<file path="config.mk">
export PLATFORM = sky130hd
export DESIGN_NAME = tlv_extra_field_finder_core
export DESIGN_NICKNAME = d
export VERILOG_FILES = /design/src/rtl/tlvef_pkg.sv /design/src/rtl/tlv_extra_field_finder_core.sv
export SDC_FILE = /design/constraint.sdc
export NUM_CORES = 1
export LEC_CHECK = 0
export BUFFER_PORTS_ARGS = -buffer_cell sky130_fd_sc_hd__buf_4
export CAP_MARGIN = 25
export CELL_PAD_IN_SITES_DETAIL_PLACEMENT = 1
export CELL_PAD_IN_SITES_GLOBAL_PLACEMENT = 1
export CORE_ASPECT_RATIO = 0.6
export CORE_MARGIN = 2
export CORE_UTILIZATION = 46
export DETAILED_ROUTE_END_ITERATION = 12
export GPL_ROUTABILITY_DRIVEN = 0
export PLACE_DENSITY_LB_ADDON = 0.1
export SLEW_MARGIN = 10
export SYNTH_ARGS = -nofsm -noshare
export SYNTH_HDL_FRONTEND = slang
export SYNTH_SLANG_ARGS = --single-unit
</file>
<file path="constraint.sdc">
create_clock -name i_clk -period 5.23 [get_ports i_clk]
set_clock_uncertainty 0.15 [all_clocks]
set_input_delay 0.7845 -clock i_clk [delete_from_list [all_inputs] [get_ports i_clk]]
set_output_delay 0.7845 -clock i_clk [all_outputs]
set_load 0.005 [all_outputs]
</file>
<file path="src/rtl/tlvef_pkg.sv">
// types, constants and helpers for the extra-field record finder
`timescale 1ns / 1ps
`default_nettype none

package tlvef_pkg;

    localparam int BYTE_W     = 8;
    localparam int POS_W      = 16;
    localparam int IN_USER_W  = 1;
    localparam int OUT_DATA_W = 2 * POS_W;
    localparam int OUT_USER_W = 1;
    localparam int APB_ADDR_W = 3;
    localparam int APB_DATA_W = 32;

    localparam logic [POS_W-1:0] POS_MAX = '1;

    // register indexes
    localparam logic [0:0] REG_WANTED_ID = 1'b0;

    typedef enum logic [4:0] {
        PH_ID_LO   = 5'b00001,
        PH_ID_HI   = 5'b00010,
        PH_SZ_LO   = 5'b00100,
        PH_SZ_HI   = 5'b01000,
        PH_PAYLOAD = 5'b10000
    } t_phase;

    function automatic logic [POS_W-1:0] sat_inc(input logic [POS_W-1:0] v);
        sat_inc = (v == POS_MAX) ? POS_MAX : v + POS_W'(1);
    endfunction

endpackage

`default_nettype wire

</file>
<file path="src/rtl/tlv_extra_field_finder_core.sv">
// extra-field record finder: one byte per item, one result per block
//
//  channel   dir  payload                                   marks
//  s_axis    in   tdata = data_byte, tuser = byte_present   tlast = block_end
//  m_axis    out  tdata = offset, length; tuser = found     (one item per block)
//  apb       in   wanted_id at byte address 0               pready always high
//
// one item is taken per cycle unless the input stalls; the parse state updates in the cycle it is taken
// a result shows in the output register the cycle after the block end item
// the input stalls only while a result waits and m_axis_tready is low
// reset clears the parse state, the output valid flag and wanted_id
`timescale 1ns / 1ps
`default_nettype none

module tlv_extra_field_finder_core (
    input  wire                              i_clk,
    input  wire                              i_rst_n,
    // stream in
    input  wire                              s_axis_tvalid,
    output logic                             s_axis_tready,
    input  wire  [tlvef_pkg::BYTE_W-1:0]     s_axis_tdata,  // [7:0] data_byte
    input  wire  [tlvef_pkg::IN_USER_W-1:0]  s_axis_tuser,  // [0] byte_present
    input  wire                              s_axis_tlast,
    // stream out
    output logic                             m_axis_tvalid,
    input  wire                              m_axis_tready,
    output logic [tlvef_pkg::OUT_DATA_W-1:0] m_axis_tdata,  // [15:0] payload_offset, [31:16] payload_length
    output logic [tlvef_pkg::OUT_USER_W-1:0] m_axis_tuser,  // [0] found
    // configuration
    input  wire                              psel,
    input  wire                              penable,
    input  wire                              pwrite,
    input  wire  [tlvef_pkg::APB_ADDR_W-1:0] paddr,
    input  wire  [tlvef_pkg::APB_DATA_W-1:0] pwdata,
    output logic [tlvef_pkg::APB_DATA_W-1:0] prdata,
    output logic                             pready
);
    import tlvef_pkg::*;

    logic [POS_W-1:0]  r_wanted_id;
    t_phase            r_phase,       n_phase;
    logic [POS_W-1:0]  r_position,    n_position;
    logic [POS_W-1:0]  r_record_id,   n_record_id;
    logic [POS_W-1:0]  r_record_size, n_record_size;
    logic [POS_W-1:0]  r_payload_left, n_payload_left;
    logic              r_cand,        n_cand;
    logic              r_match_done,  n_match_done;
    logic [POS_W-1:0]  r_match_off,   n_match_off;
    logic [POS_W-1:0]  r_match_len,   n_match_len;

    logic              r_out_valid;
    logic              r_out_found;
    logic [POS_W-1:0]  r_out_off;
    logic [POS_W-1:0]  r_out_len;

    logic              in_take;
    logic              byte_take;
    logic              reg_hit;
    logic [POS_W-1:0]  full_size;

    // configuration port
    assign pready  = 1'b1;
    assign reg_hit = (paddr[APB_ADDR_W-1 -: 1] == REG_WANTED_ID);
    assign prdata  = reg_hit ? {{(APB_DATA_W-POS_W){1'b0}}, r_wanted_id} : '0;

    always_ff @(posedge i_clk) begin
        if (!i_rst_n) begin
            r_wanted_id <= '0;
        end else if (psel && penable && pwrite && pready && reg_hit) begin
            r_wanted_id <= pwdata[POS_W-1:0];
        end
    end

    // handshake: output register parts the two sides
    assign s_axis_tready = !r_out_valid || m_axis_tready;
    assign in_take       = s_axis_tvalid && s_axis_tready;
    assign byte_take     = s_axis_tuser[0] && !r_match_done;
    assign full_size     = {s_axis_tdata, r_record_size[BYTE_W-1:0]};

    // parse update for one byte
    always_comb begin
        n_phase        = r_phase;
        n_position     = r_position;
        n_record_id    = r_record_id;
        n_record_size  = r_record_size;
        n_payload_left = r_payload_left;
        n_cand         = r_cand;
        n_match_done   = r_match_done;
        n_match_off    = r_match_off;
        n_match_len    = r_match_len;
        if (byte_take) begin
            n_position = sat_inc(r_position);
            case (r_phase)
                PH_ID_HI: begin
                    n_record_id = {s_axis_tdata, r_record_id[BYTE_W-1:0]};
                    n_phase     = PH_SZ_LO;
                end
                PH_SZ_LO: begin
                    n_record_size = {{(POS_W-BYTE_W){1'b0}}, s_axis_tdata};
                    n_phase       = PH_SZ_HI;
                end
                PH_SZ_HI: begin
                    n_record_size = full_size;
                    if (full_size == '0) begin
                        n_phase = PH_ID_LO;
                    end else begin
                        n_cand = (r_record_id == r_wanted_id);
                        if (r_record_id == r_wanted_id) begin
                            n_match_off = sat_inc(r_position);
                        end
                        n_payload_left = full_size;
                        n_phase        = PH_PAYLOAD;
                    end
                end
                PH_PAYLOAD: begin
                    n_payload_left = r_payload_left - POS_W'(1);
                    if (r_payload_left == POS_W'(1)) begin
                        if (r_cand) begin
                            n_match_done = 1'b1;
                            n_match_len  = r_record_size;
                        end
                        n_cand  = 1'b0;
                        n_phase = PH_ID_LO;
                    end
                end
                default: begin
                    n_record_id = {{(POS_W-BYTE_W){1'b0}}, s_axis_tdata};
                    n_phase     = PH_ID_HI;
                end
            endcase
        end
    end

    // parse state
    always_ff @(posedge i_clk) begin
        if (!i_rst_n || (in_take && s_axis_tlast)) begin
            r_phase        <= PH_ID_LO;
            r_position     <= '0;
            r_record_id    <= '0;
            r_record_size  <= '0;
            r_payload_left <= '0;
            r_cand         <= 1'b0;
            r_match_done   <= 1'b0;
            r_match_off    <= '0;
            r_match_len    <= '0;
        end else if (in_take) begin
            r_phase        <= n_phase;
            r_position     <= n_position;
            r_record_id    <= n_record_id;
            r_record_size  <= n_record_size;
            r_payload_left <= n_payload_left;
            r_cand         <= n_cand;
            r_match_done   <= n_match_done;
            r_match_off    <= n_match_off;
            r_match_len    <= n_match_len;
        end
    end

    // result register
    always_ff @(posedge i_clk) begin
        if (!i_rst_n) begin
            r_out_valid <= 1'b0;
        end else if (in_take && s_axis_tlast) begin
            r_out_valid <= 1'b1;
        end else if (m_axis_tready) begin
            r_out_valid <= 1'b0;
        end
    end

    always_ff @(posedge i_clk) begin
        if (in_take && s_axis_tlast) begin
            r_out_found <= n_match_done;
            r_out_off   <= n_match_done ? n_match_off : '0;
            r_out_len   <= n_match_done ? n_match_len : '0;
        end
    end

    assign m_axis_tvalid = r_out_valid;
    assign m_axis_tdata  = {r_out_len, r_out_off};
    assign m_axis_tuser  = r_out_found;

endmodule

`default_nettype wire

</file>
# After elaboration in Yosys (flattened, before gate mapping)
# Cells that the tools add are included.
# op_classes
add_sub_neg	2
n_eq_ne	9
muxes	26
n_bitwise	4
n_reduce_logical	24
# ops
cell	count
$mux 16	11
$pmux 16 s2	3
$pmux 5 s4	1
$add 16x1->16 const B	1
$eq 16x1->1 const B	1
$eq 16x16->1	1
$eq 16x16->1 const B	1
$logic_not 16->1	1
$sub 16x1->16 const B	1
$reduce_and 4->1	3
$mux 5	2
$reduce_and 3->1	3
$mux 1	8
$logic_and 1x1->1	6
$reduce_bool 2->1	3
$eq 5x2->1 const B	1
$eq 5x3->1 const B	1
$eq 5x4->1 const B	1
$eq 5x5->1 const B	1
$reduce_and 5->1	1
$ne 2x2->1 const B	2
$not 1->1	4
$logic_not 1->1	3
$reduce_or 3->1	1
3 further kinds	4
# word_totals
regBits	153
input_bits	52
out_inout_bits	68
wordCells	81

# Depth between registers and ports, before layout
# depth
depth_word	6
depth_mapped	8
depth_no_buf	6

# Worst setup path before layout
# No wires, ideal clock.
# synth_path
path_type	input -> register
start	in m_axis_tready
end	reg r_payload_left[6]
setup_time_ns	0.132
arrival_time_ns	2.210
t_required_ns	4.948
path_slack_ns	2.738
stages	8
path_buffers	3
path_cell_list	nand2b_1 > clkbuf_2 > nand4b_4 > or3_1 > clkbuf_1 > buf_1 > a221oi_1 > nor3_1
# synth_between
elab_chain_len	4
word_cells_on_any_way	5
classes_between	reduce/logical: 5
# synth_lines
item	line_no	rtl
start, declared	tlv_extra_field_finder_core.sv:26	input wire m_axis_tready,
$logic_or 1x1->1 (*)	tlv_extra_field_finder_core.sv:75	assign s_axis_tready = !r_out_valid || m_axis_tready;
net s_axis_tready	tlv_extra_field_finder_core.sv:20	output logic s_axis_tready,
$logic_and 1x1->1 (*)	tlv_extra_field_finder_core.sv:76	assign in_take = s_axis_tvalid && s_axis_tready;
$logic_and 1x1->1	tlv_extra_field_finder_core.sv:136	if (!i_rst_n || (in_take && s_axis_tlast)) begin
$logic_or 1x1->1	tlv_extra_field_finder_core.sv:136	
end signal, assigned	tlv_extra_field_finder_core.sv:151	r_payload_left <= n_payload_left;
end, declared	tlv_extra_field_finder_core.sv:45	logic [POS_W-1:0] r_payload_left, n_payload_left;
# Mark *: on every way through the listed nets, which the timed path passes. The rest lies on a longest branch.
# A chain may end at the register's enable or synchronous reset.

# Worst setup path in the final report
# layout_path
start	reg r_phase[2]
end	reg r_payload_left[15]
# layout_between
elab_chain_len	3
word_cells_on_any_way	6
classes_between	eq/ne: 3; mux: 1; reduce/logical: 2
# layout_lines
item	line_no	rtl
start, declared	tlv_extra_field_finder_core.sv:41	t_phase r_phase, n_phase;
start signal, assigned	tlv_extra_field_finder_core.sv:147	r_phase <= n_phase;
$eq 5x4->1 or $eq 5x5->1 (tied branches)	tlv_extra_field_finder_core.sv:93	case (r_phase)
$ne 2x2->1 (no source line) or $reduce_bool 2->1 (tied branches)	-	
$reduce_and 4->1 (no source line)	-	
# Parallel ways exist; a longest one is shown, timed or not.

==> flow_metrics.py <==
metrics = {
    "floorplan": {
        "rows": 35,
        "die_area_mm2": 0.0168,
        "die_w_um": 166,
        "initial_core_util": 0.472,
        "fp.dieH_um": 101,
        "core_area_mm2": 0.0154,
        "io_pins": 120,
    },
    "yosys": {
        "syn-cell-area_mm2": 0.00725,
        "synth-compound-area-share": 0.182,
        "synth_top_family_by_area": "simple AND/OR/NAND/NOR gates",
        "synth_fa_ha_area_frac": 0.00518,
        "synth_xor_area_frac": 0.0314,
        "ys_async_sr_fraction": 0,
        "ys_ff_latch": 153,
        "postSynthCellCount": 808,
        "synth.area.mux_share": 0.0157,
        "yosys_warnings": 0,
        "synth_edf_count": 33,
        "syn_area_per_cell_um2": 8.98,
        "synthSimpleGateAreaFrac": 0.235,
        "ys_seq_area_frac": 0.468,
        "synth_cell_types": 76,
        "ys.flop_type": "dfxtp_1",
    },
    "clock_network": {
        "clock-sinks": 153,
        "cts_hold_buffers": 0,
        "clk_path_buf_depth": 2,
        "clkTransAtPathRegs_ns": 0.06,
        "cts_max_level": 4,
        "ctsResizeCount": 0,
        "post-cts-setup-buffers": 0,
        "insertion_delay_ns": 0.42,
        "numCtsBuffers": 17,
        "cts_tree": "yes",
        "root_buffer": "clkbuf_16",
    },
    "grt": {
        "antenna_found_initial": 0,
        "grt_util_all_layers": 0.262,
        "grt.overflow.total": 0,
        "first_global_vias": 6474,
        "grt_max_degree": 56,
        "grt_pass1_wl_um": 35000,
    },
    "timing": {
        "tns_ns": 0,
        "fmax_ghz": 0.319,
        "fin_crit_sh": 0.599,
        "setup_viol": 0,
        "slew_headroom": 0.294,
        "tightestPinTransition_ns": 1.05,
        "finalMaxSlewViolations": 0,
        "grt_setup_unrepaired": "false",
        "fin_ws_ns": 2.10,
        "holdWs_ns": 0.312,
        "period_needed_ns": 3.13,
        "hold_violations": 0,
    },
    "layout": {
        "fillers": 1791,
        "drive_gt1_frac": 0.197,
        "n_antenna_cell": 0,
        "area.growth.synth_to_final_pct": 17.0,
        "final_nets": 916,
    },
    "placed_design": {
        "dp_hpwl_um": 14700,
        "port_buffers": 84,
        "dpl_worst_slack_ns": 1.77,
    },
    "route": {
        "drtIter0Drc": 480,
        "vias_per_cell": 6.06,
        "avgRoutedWirePerCell_um": 20.4,
        "wirelength_um": 21900,
        "firstDrtPassIters": 5,
        "ant_nets": 0,
        "vias": 6529,
        "route.detailed.drc": 0,
    },
    "outcome": {
        "status": "completed",
    },
    "flow_run": {
        "drv_cap": 0,
    },
    "setup_path": {
        "end_kind": "flop",
        "critPathMaxStageDelay_ns": 0.87,
        "start_kind": "flop",
        "cp_cell_sequence": "and2b_2 -> nand3b_1 -> nor2_1 -> o22ai_1 -> a31o_2",
        "critPathTopFamily": "simple AND/OR/NAND/NOR gates",
        "cp.required_ns": 5.39,
        "path_class": "reg -> reg",
        "crit_arrival_ns": 3.30,
        "crit_path_top_delay_cell": "nor2_1",
        "crit_buf_inv": 0,
        "cp_max_fo": 26,
    },
    "pwr": {
        "ir_drop_mv": 0.223,
        "finalPower_w": 0.00261,
        "p_leak_nw": 3.15,
        "power.density_mw_per_mm2": 308,
    },
    "worst_hold_path": {
        "worstHoldPathType": "reg -> reg",
    },
}
kinds of logic (layout without fill, tap and decap cells):
logic type / count (synthesis) / count (layout)
adder cells (fa/ha/maj): 3 / 3
multiplexers: 11 / 11
XOR/XNOR: 26 / 26
buffers and inverters: 89 / 140
flip-flops: 153 / 153
AND/OR/NAND/NOR: 326 / 326
AO/OA/AOI/OAI: 198 / 198
other: 2 / 17
area by class of cell:
class / count / area (um2) / share of cell area
Timing Repair Buffer: 98 / 743 / 0.0876
Sequential cell: 153 / 3390 / 0.400
Multi-Input combinational cell: 581 / 3490 / 0.411
Inverter: 10 / 37.5 / 0.00442
Clock buffer: 20 / 458 / 0.0540
Clock inverter: 12 / 115 / 0.0136
Tap cell: 203 / 254 / 0.0299
metal layers:
metal	GRT usage	vias to the layer above	part of all wire
li1	-	3004	-
met1	0.363	3182	0.47
met2	0.408	300	0.44
met3	0.0617	43	0.069
met4	0.0870	0	0.018
met5	0	-	0
worst reg2reg max path, delay by kind of cell (launching register included):
family             cells  cell delay (ns)
and+or+nand+nor        3             1.90
DFF                    1             0.47
AOI/OAI and AO/OA      2             0.51
worst paths after layout:
| kind | cells after the start | slack [ns] | end | startpoint |
|---|---|---|---|---|
| setup / recovery | 5 | 2.10 | r_payload_left[15] | r_phase[2] |
| hold / removal | 2 | 0.31 | r_cand | r_cand |
| setup reg to reg | 5 | 2.10 | r_payload_left[15] | r_phase[2] |
| hold reg to reg | 2 | 0.31 | r_cand | r_cand |
placed cells by master (no fill, tap or decap), drive strengths merged, types with 4 or more instances in the layout:
master and count:
a21oi 70, a221oi 7, a22o 16, a22oi 11
a311oi 6, and3 7, buf 98, clkbuf 20
clkinv 6, conb 17, dfxtp 120, edfxtp 33
inv 12, mux2i 8, nand2 109, nand3 44
nand4 16, nor2 43, nor2b 30, nor3 23
nor4 23, o2111ai 4, o21ai 44, o22ai 11
or3 6, xnor2 4, xor2 22
power breakdown:
group / leakage (nW) / switching [W] / internal (W)
logic: 1.59 / 0.000112 / 0.0000540
clock network: 0.273 / 0.000525 / 0.000688
registers: 1.28 / 0.0000133 / 0.00122
synth_stat cells (all sizes together), types with 4 or more instances:
library cell  count  area, um2
nand3            44        240
a22o             16        140
a21oi            70        350
a22oi            11       82.6
and3              7       43.8
or3               6       41.3
buf              29        206
inv               9       33.8
a311oi            6       52.6
o21ai            44        269
o22ai            11       68.8
clkbuf           50        203
mux2i             8       80.1
o2111ai           4       35.0
nand4            16        100
nor3             23        115
xor2             22        193
dfxtp           120       2400
nor2             43        166
xnor2             4       35.0
nor2b            30        188
nor4             23        180
nand2           109        409
edfxtp           33        991
a221oi            7       67.6
stage by stage:
step	cells	util	area [um2]
3_3_place_gp	1043	0.513	7890
2_1_floorplan	823	-	7310
3_5_place_dp	1043	0.513	7890
4_1_cts	1075	0.551	8460
5_1_grt	1077	0.552	8490
6_report	1077	0.552	8490
No activity file was read; power rests on OpenSTA's default activity.
